## src/rtl/ppu_pkg.sv

```systemverilog
// Shared types, constants and a helper function of the video processor register port.
package ppu_pkg;

    localparam int VIDEO_WORDS = 16384;
    localparam int VADDR_W     = $clog2(VIDEO_WORDS);

    localparam logic [VADDR_W-1:0] MIRROR_LO   = VADDR_W'(16'h3000);
    localparam logic [VADDR_W-1:0] MIRROR_HI   = VADDR_W'(16'h3EFF);
    localparam logic [VADDR_W-1:0] MIRROR_DROP = VADDR_W'(16'h1000);
    localparam logic [VADDR_W-1:0] PALETTE_LO  = VADDR_W'(16'h3F00);
    localparam logic [VADDR_W-1:0] PALETTE_HI  = VADDR_W'(16'h3FFF);
    localparam logic [VADDR_W-1:0] STEP_ROW    = VADDR_W'(32);
    localparam logic [VADDR_W-1:0] STEP_ONE    = VADDR_W'(1);

    // Access modes carried in the low bits of tuser.
    typedef enum logic [1:0] {
        MODE_READ    = 2'd0,
        MODE_WRITE   = 2'd1,
        MODE_VBL_ON  = 2'd2,
        MODE_VBL_OFF = 2'd3
    } mode_t;

    // Register indexes.
    typedef enum logic [2:0] {
        REG_CTRL     = 3'd0,
        REG_MASK     = 3'd1,
        REG_STATUS   = 3'd2,
        REG_OAM_ADDR = 3'd3,
        REG_OAM_DATA = 3'd4,
        REG_SCROLL   = 3'd5,
        REG_ADDR     = 3'd6,
        REG_DATA     = 3'd7
    } reg_idx_t;

    // Operations after classification by the front end.
    typedef enum logic [3:0] {
        OP_NONE,
        OP_STATUS_RD,
        OP_DATA_RD,
        OP_CTRL_WR,
        OP_MASK_WR,
        OP_SCROLL_WR,
        OP_ADDR_WR,
        OP_DATA_WR,
        OP_VBL_SET,
        OP_VBL_CLR
    } op_t;

    typedef struct packed {
        op_t        op;
        logic [7:0] data;
    } cmd_t;

    typedef struct packed {
        logic full;
        logic valid;
    } q_stat_t;

    // Result word, last field in the lowest bits.
    typedef struct packed {
        logic [7:0] scroll_y_value;
        logic [7:0] scroll_x_value;
        logic [7:0] mask_value;
        logic [7:0] control_value;
        logic       nmi_pulse;
        logic [7:0] read_data;
    } res_t;

    localparam int RES_W   = $bits(res_t);
    localparam int M_TDATA_W = ((RES_W + 7) / 8) * 8;

    function automatic logic [VADDR_W-1:0] mirror_down(input logic [VADDR_W-1:0] a);
        logic [VADDR_W-1:0] r;
        r = a;
        if (a >= MIRROR_LO && a <= MIRROR_HI) begin
            r = a - MIRROR_DROP;
        end
        return r;
    endfunction

endpackage

```

## src/rtl/ppu_queue.sv

```systemverilog
// Two-entry command queue between the front end and the back end.
module ppu_queue (
    input  logic              aclk,
    input  logic              aresetn,
    input  logic              push,
    input  ppu_pkg::cmd_t     push_cmd,
    input  logic              pop,
    output ppu_pkg::cmd_t     head,
    output ppu_pkg::q_stat_t  stat
);
    import ppu_pkg::*;

    cmd_t       slot_reg [2];
    logic       wr_ptr_reg, wr_ptr_next;
    logic       rd_ptr_reg, rd_ptr_next;
    logic [1:0] count_reg, count_next;

    assign head       = slot_reg[rd_ptr_reg];
    assign stat.valid = (count_reg != 2'd0);
    assign stat.full  = (count_reg == 2'd2);

    always_comb begin
        wr_ptr_next = push ? !wr_ptr_reg : wr_ptr_reg;
        rd_ptr_next = pop  ? !rd_ptr_reg : rd_ptr_reg;
        count_next  = count_reg + {1'b0, push} - {1'b0, pop};
    end

    always_ff @(posedge aclk) begin
        if (!aresetn) begin
            wr_ptr_reg <= 1'b0;
            rd_ptr_reg <= 1'b0;
            count_reg  <= 2'd0;
        end else begin
            wr_ptr_reg <= wr_ptr_next;
            rd_ptr_reg <= rd_ptr_next;
            count_reg  <= count_next;
        end
    end

    always_ff @(posedge aclk) begin
        if (push) begin
            slot_reg[wr_ptr_reg] <= push_cmd;
        end
    end

endmodule

```

## config.mk

```make
export PLATFORM = sky130hd
export DESIGN_NAME = ppu_queue
export DESIGN_NICKNAME = d
export VERILOG_FILES = /design/src/rtl/ppu_pkg.sv /design/src/rtl/ppu_queue.sv
export SDC_FILE = /design/constraint.sdc
export NUM_CORES = 1
export LEC_CHECK = 0
export ABC_AREA = 1
export BUFFER_PORTS_ARGS = -buffer_cell sky130_fd_sc_hd__clkbuf_2
export CELL_PAD_IN_SITES_DETAIL_PLACEMENT = 1
export CELL_PAD_IN_SITES_GLOBAL_PLACEMENT = 1
export CORE_MARGIN = 2
export CORE_UTILIZATION = 47
export CTS_BUF_LIST = sky130_fd_sc_hd__clkbuf_8
export DETAILED_ROUTE_END_ITERATION = 6
export PLACE_DENSITY_LB_ADDON = 0.1
export SLEW_MARGIN = 15
export SYNTH_ARGS = -nofsm -noshare
export SYNTH_HDL_FRONTEND = slang
export SYNTH_SLANG_ARGS = --single-unit
```

## constraint.sdc

```tcl
create_clock -name aclk -period 3.2 [get_ports aclk]
set_input_delay 0.8 -clock aclk [delete_from_list [all_inputs] [get_ports aclk]]
set_output_delay 0.8 -clock aclk [all_outputs]
set_load 0.01 [all_outputs]
```

==> metrics.yaml <==
regToRegSetupSlack_ns: 1.98
r2r_cells: 6
hp-class: "register to register"
powerDensity_mw_per_mm2: 591.5
final_common_cell: "clkbuf_2"
numPortBuffers: 29
viasPerCell: 4.844
setup_violations: 0
start_kind: "register"
hold_start: "rd_ptr_reg"
rsz0062_at_grt: "false"
period_share: 0.7431
hold_viol_final: 0
hpwl_um: 1538
finalPower_uw: 820.8
max_freq_ghz: 0.4205
drc: 0
ctsHoldBuffers: 0
path_class: "register to output pin"
holdWs_ns: 0.5031
drive_gt1_frac: 0.4486
io-pin-count: 30
ir_drop_uv: 370.3
clock_path_buffers: 2
critPathCaptureType: "output pin"
synth_area_per_cell_um2: 16.14
r2r-start: "count_reg[0]"
track_usage: 0.1828
rows: 17
clkSinkCount: 29
leakage_uw: 0.0006162
grt_overflow: 0
status: "finished, final reports clean"
nFillCells: 236
wl_per_cell_um: 15.52
synth.top_cell.area_share: 0.6379
grt_pass1_wl_um: 3256
setup_tns_ns: 0
worst_pin_slew_ns: 0.7016
grt_pass1_vias: 744
max_stage_delay_ns: 0.77
relSlewSlack: 0.5316
die-area_mm2: 0.002812
routabilityCongestion: 0.5886
skew_ns: 0.002157
syn_nets: 88
clock-root-buffer: "clkbuf_8"
grt_max_degree: 13
syn_area_mm2: 0.001130
crit_end: "head[0]"
core_area_mm2: 0.002233
clk_pin_slew_ns: 0.06
worst-endpoint-arrival_ns: 1.58
synth_area_leaders: "edfxtp_1, mux2_4, dfxtp_1, nand2_1, nor2_1"
drt_iter0_drc: 7
critPathTopFamily: "flip-flops"
ys_ff_latch: 29
cts_buffers: 5
die_h_um: 53.03
ys_warn_count: 0
largest_reg_flops: 24
synthCells: 70
die_x_um: 53.03
maxCapViolCount: 0
ys_seq_area_frac: 0.7265
initial_core_util: 0.5059
cts_resized: 0
slew_violations: 0
critPathRequiredTime_ns: 2.40
ant_nets: 0
period_minus_slack_ns: 2.378
routed_wl_um: 2095
drt_pre_antenna_iters: 2
crit_path_top_delay_cell: "dfxtp_1"
cts_setup_buffers: 0
vias: 654
area_growth_pct: 22.81
diodes: 0
cts_max_level: 2
cp_num_buf_inv: 1
worstReg2RegEnd: "count_reg[1]"
synth_top_cell_by_area: "edfxtp_1"
yosysUniqueCellTypes: 11
cts_tree: "done"
crit_cells: 2
cp_cell_sequence: "mux2_2 -> clkbuf_2"
clock_latency_ns: 0.27
nNetsFinal: 124
cp_max_fo: 12
final_cell_mix: "clkbuf_2, edfxtp_1, mux2_4"
antenna_found_initial: 0
[worst min-delay path, cell delays in order, from the launching register on]
cell and delay (ns):
dfxtp_1 0.33, nor2_1 0.06, nor2_1 0.08
[synth_stat cells]
master and number:
edfxtp_1 24, mux2_4 10, nand2_1 9, nor2_1 8
inv_1 7, dfxtp_1 5, ha_1 2, mux2_2 2
a21oi_1 1, buf_6 1, nand3_1 1
[logic make-up after synthesis]
logic type	share of synthesized area
adders and majority gates	0.02214
and+or+nand+nor	0.06090
muxes	0.1528
DFF	0.7265
buffers and inverters	0.03323
AOI/OAI and AO/OA	0.004425
[how the worst min path moves through the flow]
| stage | slack [ns] | end | cells after the start |
|---|---|---|---|
| global placement | 0.48 | rd_ptr_reg | 2 |
| detailed placement | 0.50 | rd_ptr_reg | 2 |
| CTS | 0.51 | rd_ptr_reg | 2 |
| floorplan | 0.46 | register | 2 |
| global route | 0.54 | rd_ptr_reg | 2 |
| finish | 0.50 | rd_ptr_reg | 2 |
[routing by layer]
| metal | part of all wire | global-route usage |
|---|---|---|
| met5 | 0 | 0 |
| met4 | 0.022 | 0.1154 |
| met3 | 0.059 | 0.05932 |
| met2 | 0.56 | 0.3292 |
| met1 | 0.36 | 0.1770 |
[final cells by class]
| type | instances | area [µm²] | area share |
|---|---|---|---|
| flip-flops and latches | 29 | 820.8 | 0.5915 |
| multi-input cells | 33 | 271.5 | 0.1957 |
| repair buffers | 30 | 152.6 | 0.1100 |
| clock buffers | 5 | 68.82 | 0.04959 |
| well taps | 28 | 35.03 | 0.02525 |
| inverters | 7 | 26.28 | 0.01894 |
| clock inverters | 3 | 12.51 | 0.009017 |
[stage by stage]
step	std cells	worst slack, ns	utilization	instance area (µm²)
floorplan	70	1.465	-	1130
global placement	127	1.090	0.5849	1306
detailed placement	127	1.087	0.5849	1306
CTS	135	0.7783	0.6213	1388
global route	135	0.7174	0.6213	1388
finish	135	0.8221	0.6213	1388
[power by group]
part           internal (µW)  leakage, µW  total [µW]  switching, µW
Clock                    146    0.0000430         272            126
Sequential               434     0.000267         448           13.3
Combinational           49.7     0.000306         101           51.6
Total                    630     0.000616         821            191
Power figures use the tool's default switching activity.
