<file path="src/rtl/ppu_pkg.sv">
// Shared types, constants and a helper function of the video processor register port.
package ppu_pkg;

    localparam int VIDEO_WORDS = 16384;
    localparam int VADDR_W     = $clog2(VIDEO_WORDS);

    localparam logic [VADDR_W-1:0] MIRROR_LO   = VADDR_W'(16'h3000);
    localparam logic [VADDR_W-1:0] MIRROR_HI   = VADDR_W'(16'h3EFF);
    localparam logic [VADDR_W-1:0] MIRROR_DROP = VADDR_W'(16'h1000);
    localparam logic [VADDR_W-1:0] PALETTE_LO  = VADDR_W'(16'h3F00);
    localparam logic [VADDR_W-1:0] PALETTE_HI  = VADDR_W'(16'h3FFF);
    localparam logic [VADDR_W-1:0] STEP_ROW    = VADDR_W'(32);
    localparam logic [VADDR_W-1:0] STEP_ONE    = VADDR_W'(1);

    // Access modes carried in the low bits of tuser.
    typedef enum logic [1:0] {
        MODE_READ    = 2'd0,
        MODE_WRITE   = 2'd1,
        MODE_VBL_ON  = 2'd2,
        MODE_VBL_OFF = 2'd3
    } mode_t;

    // Register indexes.
    typedef enum logic [2:0] {
        REG_CTRL     = 3'd0,
        REG_MASK     = 3'd1,
        REG_STATUS   = 3'd2,
        REG_OAM_ADDR = 3'd3,
        REG_OAM_DATA = 3'd4,
        REG_SCROLL   = 3'd5,
        REG_ADDR     = 3'd6,
        REG_DATA     = 3'd7
    } reg_idx_t;

    // Operations after classification by the front end.
    typedef enum logic [3:0] {
        OP_NONE,
        OP_STATUS_RD,
        OP_DATA_RD,
        OP_CTRL_WR,
        OP_MASK_WR,
        OP_SCROLL_WR,
        OP_ADDR_WR,
        OP_DATA_WR,
        OP_VBL_SET,
        OP_VBL_CLR
    } op_t;

    typedef struct packed {
        op_t        op;
        logic [7:0] data;
    } cmd_t;

    typedef struct packed {
        logic full;
        logic valid;
    } q_stat_t;

    // Result word, last field in the lowest bits.
    typedef struct packed {
        logic [7:0] scroll_y_value;
        logic [7:0] scroll_x_value;
        logic [7:0] mask_value;
        logic [7:0] control_value;
        logic       nmi_pulse;
        logic [7:0] read_data;
    } res_t;

    localparam int RES_W   = $bits(res_t);
    localparam int M_TDATA_W = ((RES_W + 7) / 8) * 8;

    function automatic logic [VADDR_W-1:0] mirror_down(input logic [VADDR_W-1:0] a);
        logic [VADDR_W-1:0] r;
        r = a;
        if (a >= MIRROR_LO && a <= MIRROR_HI) begin
            r = a - MIRROR_DROP;
        end
        return r;
    endfunction

endpackage

</file>
<file path="src/rtl/ppu_front.sv">
// Front end: accepts bus words and classifies them into back-end operations.
module ppu_front (
    input  logic              s_tvalid,
    output logic              s_tready,
    input  logic [4:0]        s_tuser,
    input  logic [7:0]        s_tdata,
    input  ppu_pkg::q_stat_t  q_stat,
    input  logic              clr_busy,
    output logic              push,
    output ppu_pkg::cmd_t     cmd
);
    import ppu_pkg::*;

    mode_t    mode;
    reg_idx_t ridx;

    assign mode = mode_t'(s_tuser[1:0]);
    assign ridx = reg_idx_t'(s_tuser[4:2]);

    assign s_tready = !q_stat.full && !clr_busy;
    assign push     = s_tvalid && s_tready;

    always_comb begin
        cmd.data = s_tdata;
        cmd.op   = OP_NONE;
        unique case (mode)
            MODE_READ: begin
                unique case (ridx)
                    REG_STATUS: cmd.op = OP_STATUS_RD;
                    REG_DATA:   cmd.op = OP_DATA_RD;
                    default:    cmd.op = OP_NONE;
                endcase
            end
            MODE_WRITE: begin
                // Sprite address only feeds sprite memory, which is not part of this port.
                unique case (ridx)
                    REG_CTRL:   cmd.op = OP_CTRL_WR;
                    REG_MASK:   cmd.op = OP_MASK_WR;
                    REG_SCROLL: cmd.op = OP_SCROLL_WR;
                    REG_ADDR:   cmd.op = OP_ADDR_WR;
                    REG_DATA:   cmd.op = OP_DATA_WR;
                    default:    cmd.op = OP_NONE;
                endcase
            end
            MODE_VBL_ON:  cmd.op = OP_VBL_SET;
            MODE_VBL_OFF: cmd.op = OP_VBL_CLR;
            default:      cmd.op = OP_NONE;
        endcase
    end

endmodule

</file>
<file path="config.mk">
export PLATFORM = sky130hd
export DESIGN_NAME = ppu_front
export DESIGN_NICKNAME = d
export VERILOG_FILES = /design/src/rtl/ppu_pkg.sv /design/src/rtl/ppu_front.sv
export SDC_FILE = /design/constraint.sdc
export NUM_CORES = 1
export LEC_CHECK = 0
export BUFFER_PORTS_ARGS = -buffer_cell sky130_fd_sc_hd__clkbuf_2
export CORE_AREA = 2 2 39 41
export DETAILED_ROUTE_END_ITERATION = 10
export DIE_AREA = 0 0 41 43
export MAX_ROUTING_LAYER = met4
export PLACE_DENSITY = 0.41
export SLEW_MARGIN = 20
export SYNTH_ARGS = -nofsm -noshare
export SYNTH_HDL_FRONTEND = slang
export SYNTH_SLANG_ARGS = --single-unit
</file>
<file path="constraint.sdc">
create_clock -name vclk -period 1.1
set_input_delay 0.11 -clock vclk [all_inputs]
set_output_delay 0.11 -clock vclk [all_outputs]
set_load 0.02 [all_outputs]
</file>
==> results.sh <==
export IMPL_status="finished clean"
export IMPL_synthCells=23
export IMPL_grt_pass1_vias=112
export IMPL_avgViaCountPerCell=3.545
export IMPL_fin_tns_setup_ns=0
export IMPL_cts_resized=0
export IMPL_synth_nets=40
export IMPL_max_slew_margin_pct=91.37
export IMPL_net_switching_power_mw=0.03842
export IMPL_final_common_cell="clkbuf_2"
export IMPL_post_dp_hpwl_um=285.4
export IMPL_power_density_mw_per_mm2=387.7
export IMPL_seqCellArea_um2=0
export IMPL_multi_input_area_um2=73.82
export IMPL_fmax_mhz=1116
export IMPL_fin_area_um2=167.7
export IMPL_die_width_um=41
export IMPL_initial_core_util_pct=10.22
export IMPL_grt_start_max_net_pins=6
export IMPL_dieArea_mm2=0.001763
export IMPL_drt_iter0_markers=2
export IMPL_worst_setup_path_start_kind="input port"
export IMPL_synth_xor_xnor_area_share_pct=0
export IMPL_worstPathMaxFanout=4
export IMPL_swShare_pct=59.11
export IMPL_maxCapViolations=0
export IMPL_design_seq_count=0
export IMPL_p_leak_nw=0.08860
export IMPL_synth_yosys_seq_area_share_pct=0
export IMPL_power_frac_clock_pct=0
export IMPL_slew_violations=0
export IMPL_synth_cell_types=13
export IMPL_muxShareOfSynthArea_pct=7.080
export IMPL_synthSimpleGateAreaFrac_pct=25.66
export IMPL_wl_per_cell_um=7.182
export IMPL_pwr_share_seq_pct=0
export IMPL_syn_area_um2=141.4
export IMPL_drt_pre_antenna_iters=5
export IMPL_io_pins=31
export IMPL_peakVddDrop_mv=0.07890
export IMPL_worstMarginPinSlew_ns=0.1259
export IMPL_setup_worst_path_class="in -> out"
export IMPL_post_cts_buffers=0
export IMPL_synth_top_family_by_area="buffers and inverters"
export IMPL_hold_buffers=0
export IMPL_yosysWarnings=0
export IMPL_io_buffers=14
export IMPL_rows=14
export IMPL_finalCriticalPeriod_ns=0.8959
export IMPL_setup_viol=0
export IMPL_fill_cells=155
export IMPL_post_dp_cell_area_um2=167.7
export IMPL_period_share_pct=81.44
export IMPL_p_int_mw=0.02658
export IMPL_grt_usage_pct=3.173
export IMPL_synth_compound_area_share_pct=19.47
export IMPL_fin_nets=47
export IMPL_grt_pass1_wl_um=414
export IMPL_vias=156
export IMPL_gr_total_overflow=0
export IMPL_hold_class="in -> out"
export IMPL_drc=0
export IMPL_gp_congestion=0.5562
export IMPL_synthAdderAreaFrac_pct=0
export IMPL_pwr_share_comb_pct=100.0
export IMPL_cp_arrival_ns=0.79
export IMPL_syn2layout_area_growth_pct=18.58
export IMPL_rsz0062_at_grt="false"
export IMPL_drive_gt1_share_pct=50.00
export IMPL_mostFrequentLayoutCells="clkbuf_2 (14), a21oi_1 (2), nor2_1 (2), o21ai_0 (2)"
export IMPL_hold_violations=0
export IMPL_final_antenna_net_count=0
export IMPL_worstPathRequired_ns=0.99
export IMPL_critPathCaptureType="output port"
export IMPL_postRouteWirelength_um=316
export IMPL_nClkBuffers=0
export IMPL_synth_avg_cell_area_um2=6.147
export IMPL_antenna_cells=0
export IMPL_grt_antenna_before_repair=0
export IMPL_die_height_um=43
export IMPL_core_mm2=0.001384
-- power groups by stage --
stage / logic [mW] / registers (mW) / clock network (mW)
3_3_place_gp: 0.0643 / 0 / 0
6_report: 0.0650 / 0 / 0
5_1_grt: 0.0718 / 0 / 0
2_1_floorplan: 0.0749 / 0 / 0
4_1_cts: 0.0653 / 0 / 0
3_5_place_dp: 0.0651 / 0 / 0
-- per-layer routing --
layer	global-route usage, %	up-vias	share of wire [%]	wire length (um)
met5	-	-	0	0
met4	0.6667	0	0	0
met3	1.047	0	23	72
met2	4.063	14	25	78
met1	4.747	61	52	165
li1	-	81	-	-
-- kinds of logic after synthesis --
logic type	Yosys count
muxes	1
AOI/OAI and AO/OA	5
and+or+nand+nor	7
buffers and inverters	10
-- layout make-up --
type | count | share of cell area, %
well taps | 16 | 11.94
inverters | 1 | 2.239
repair buffers | 14 | 41.79
multi-input cells | 13 | 44.03
-- Yosys cell counts (all sizes together) --
| cell | count | share of area [%] |
|---|---|---|
| buf | 8 | 42 |
| a21oi | 2 | 7.1 |
| nor2 | 2 | 5.3 |
| o21ai | 2 | 7.1 |
| and2 | 1 | 4.4 |
| clkbuf | 1 | 2.7 |
| inv | 1 | 2.7 |
| mux2i | 1 | 7.1 |
| nand2 | 1 | 2.7 |
| nor2b | 1 | 4.4 |
| nor3 | 1 | 3.5 |
| nor3b | 1 | 5.3 |
| o211ai | 1 | 5.3 |
-- path summary, 6_finish.rpt --
check / startpoint / endpoint / slack (ns) / cells after the start
worst max-delay path: s_tuser[3] / cmd[8] / 0.20 / 5
worst min-delay path: s_tdata[0] / cmd[0] / 0.22 / 0
-- critical path: stages --
cell      delay [ns]
clkbuf_2        0.12
nor3b_1         0.18
o21ai_0         0.10
o21ai_0         0.08
clkbuf_2        0.20
-- per-stage QoR --
stage               setup slack, ns  cells  hold slack [ns]  power, mW  utilization [%]
global route                 0.1405     44           0.2200    0.07175            12.12
detailed placement           0.2087     44           0.2201    0.06506            12.12
CTS                          0.1991     44           0.2201    0.06534            12.12
finish                       0.2041     44           0.2200    0.06500            12.12
global placement             0.2105     44           0.2201    0.06434            12.12
floorplan                    0.2669     23           0.2969    0.07494                -
No activity file was read; power rests on OpenSTA's default activity.
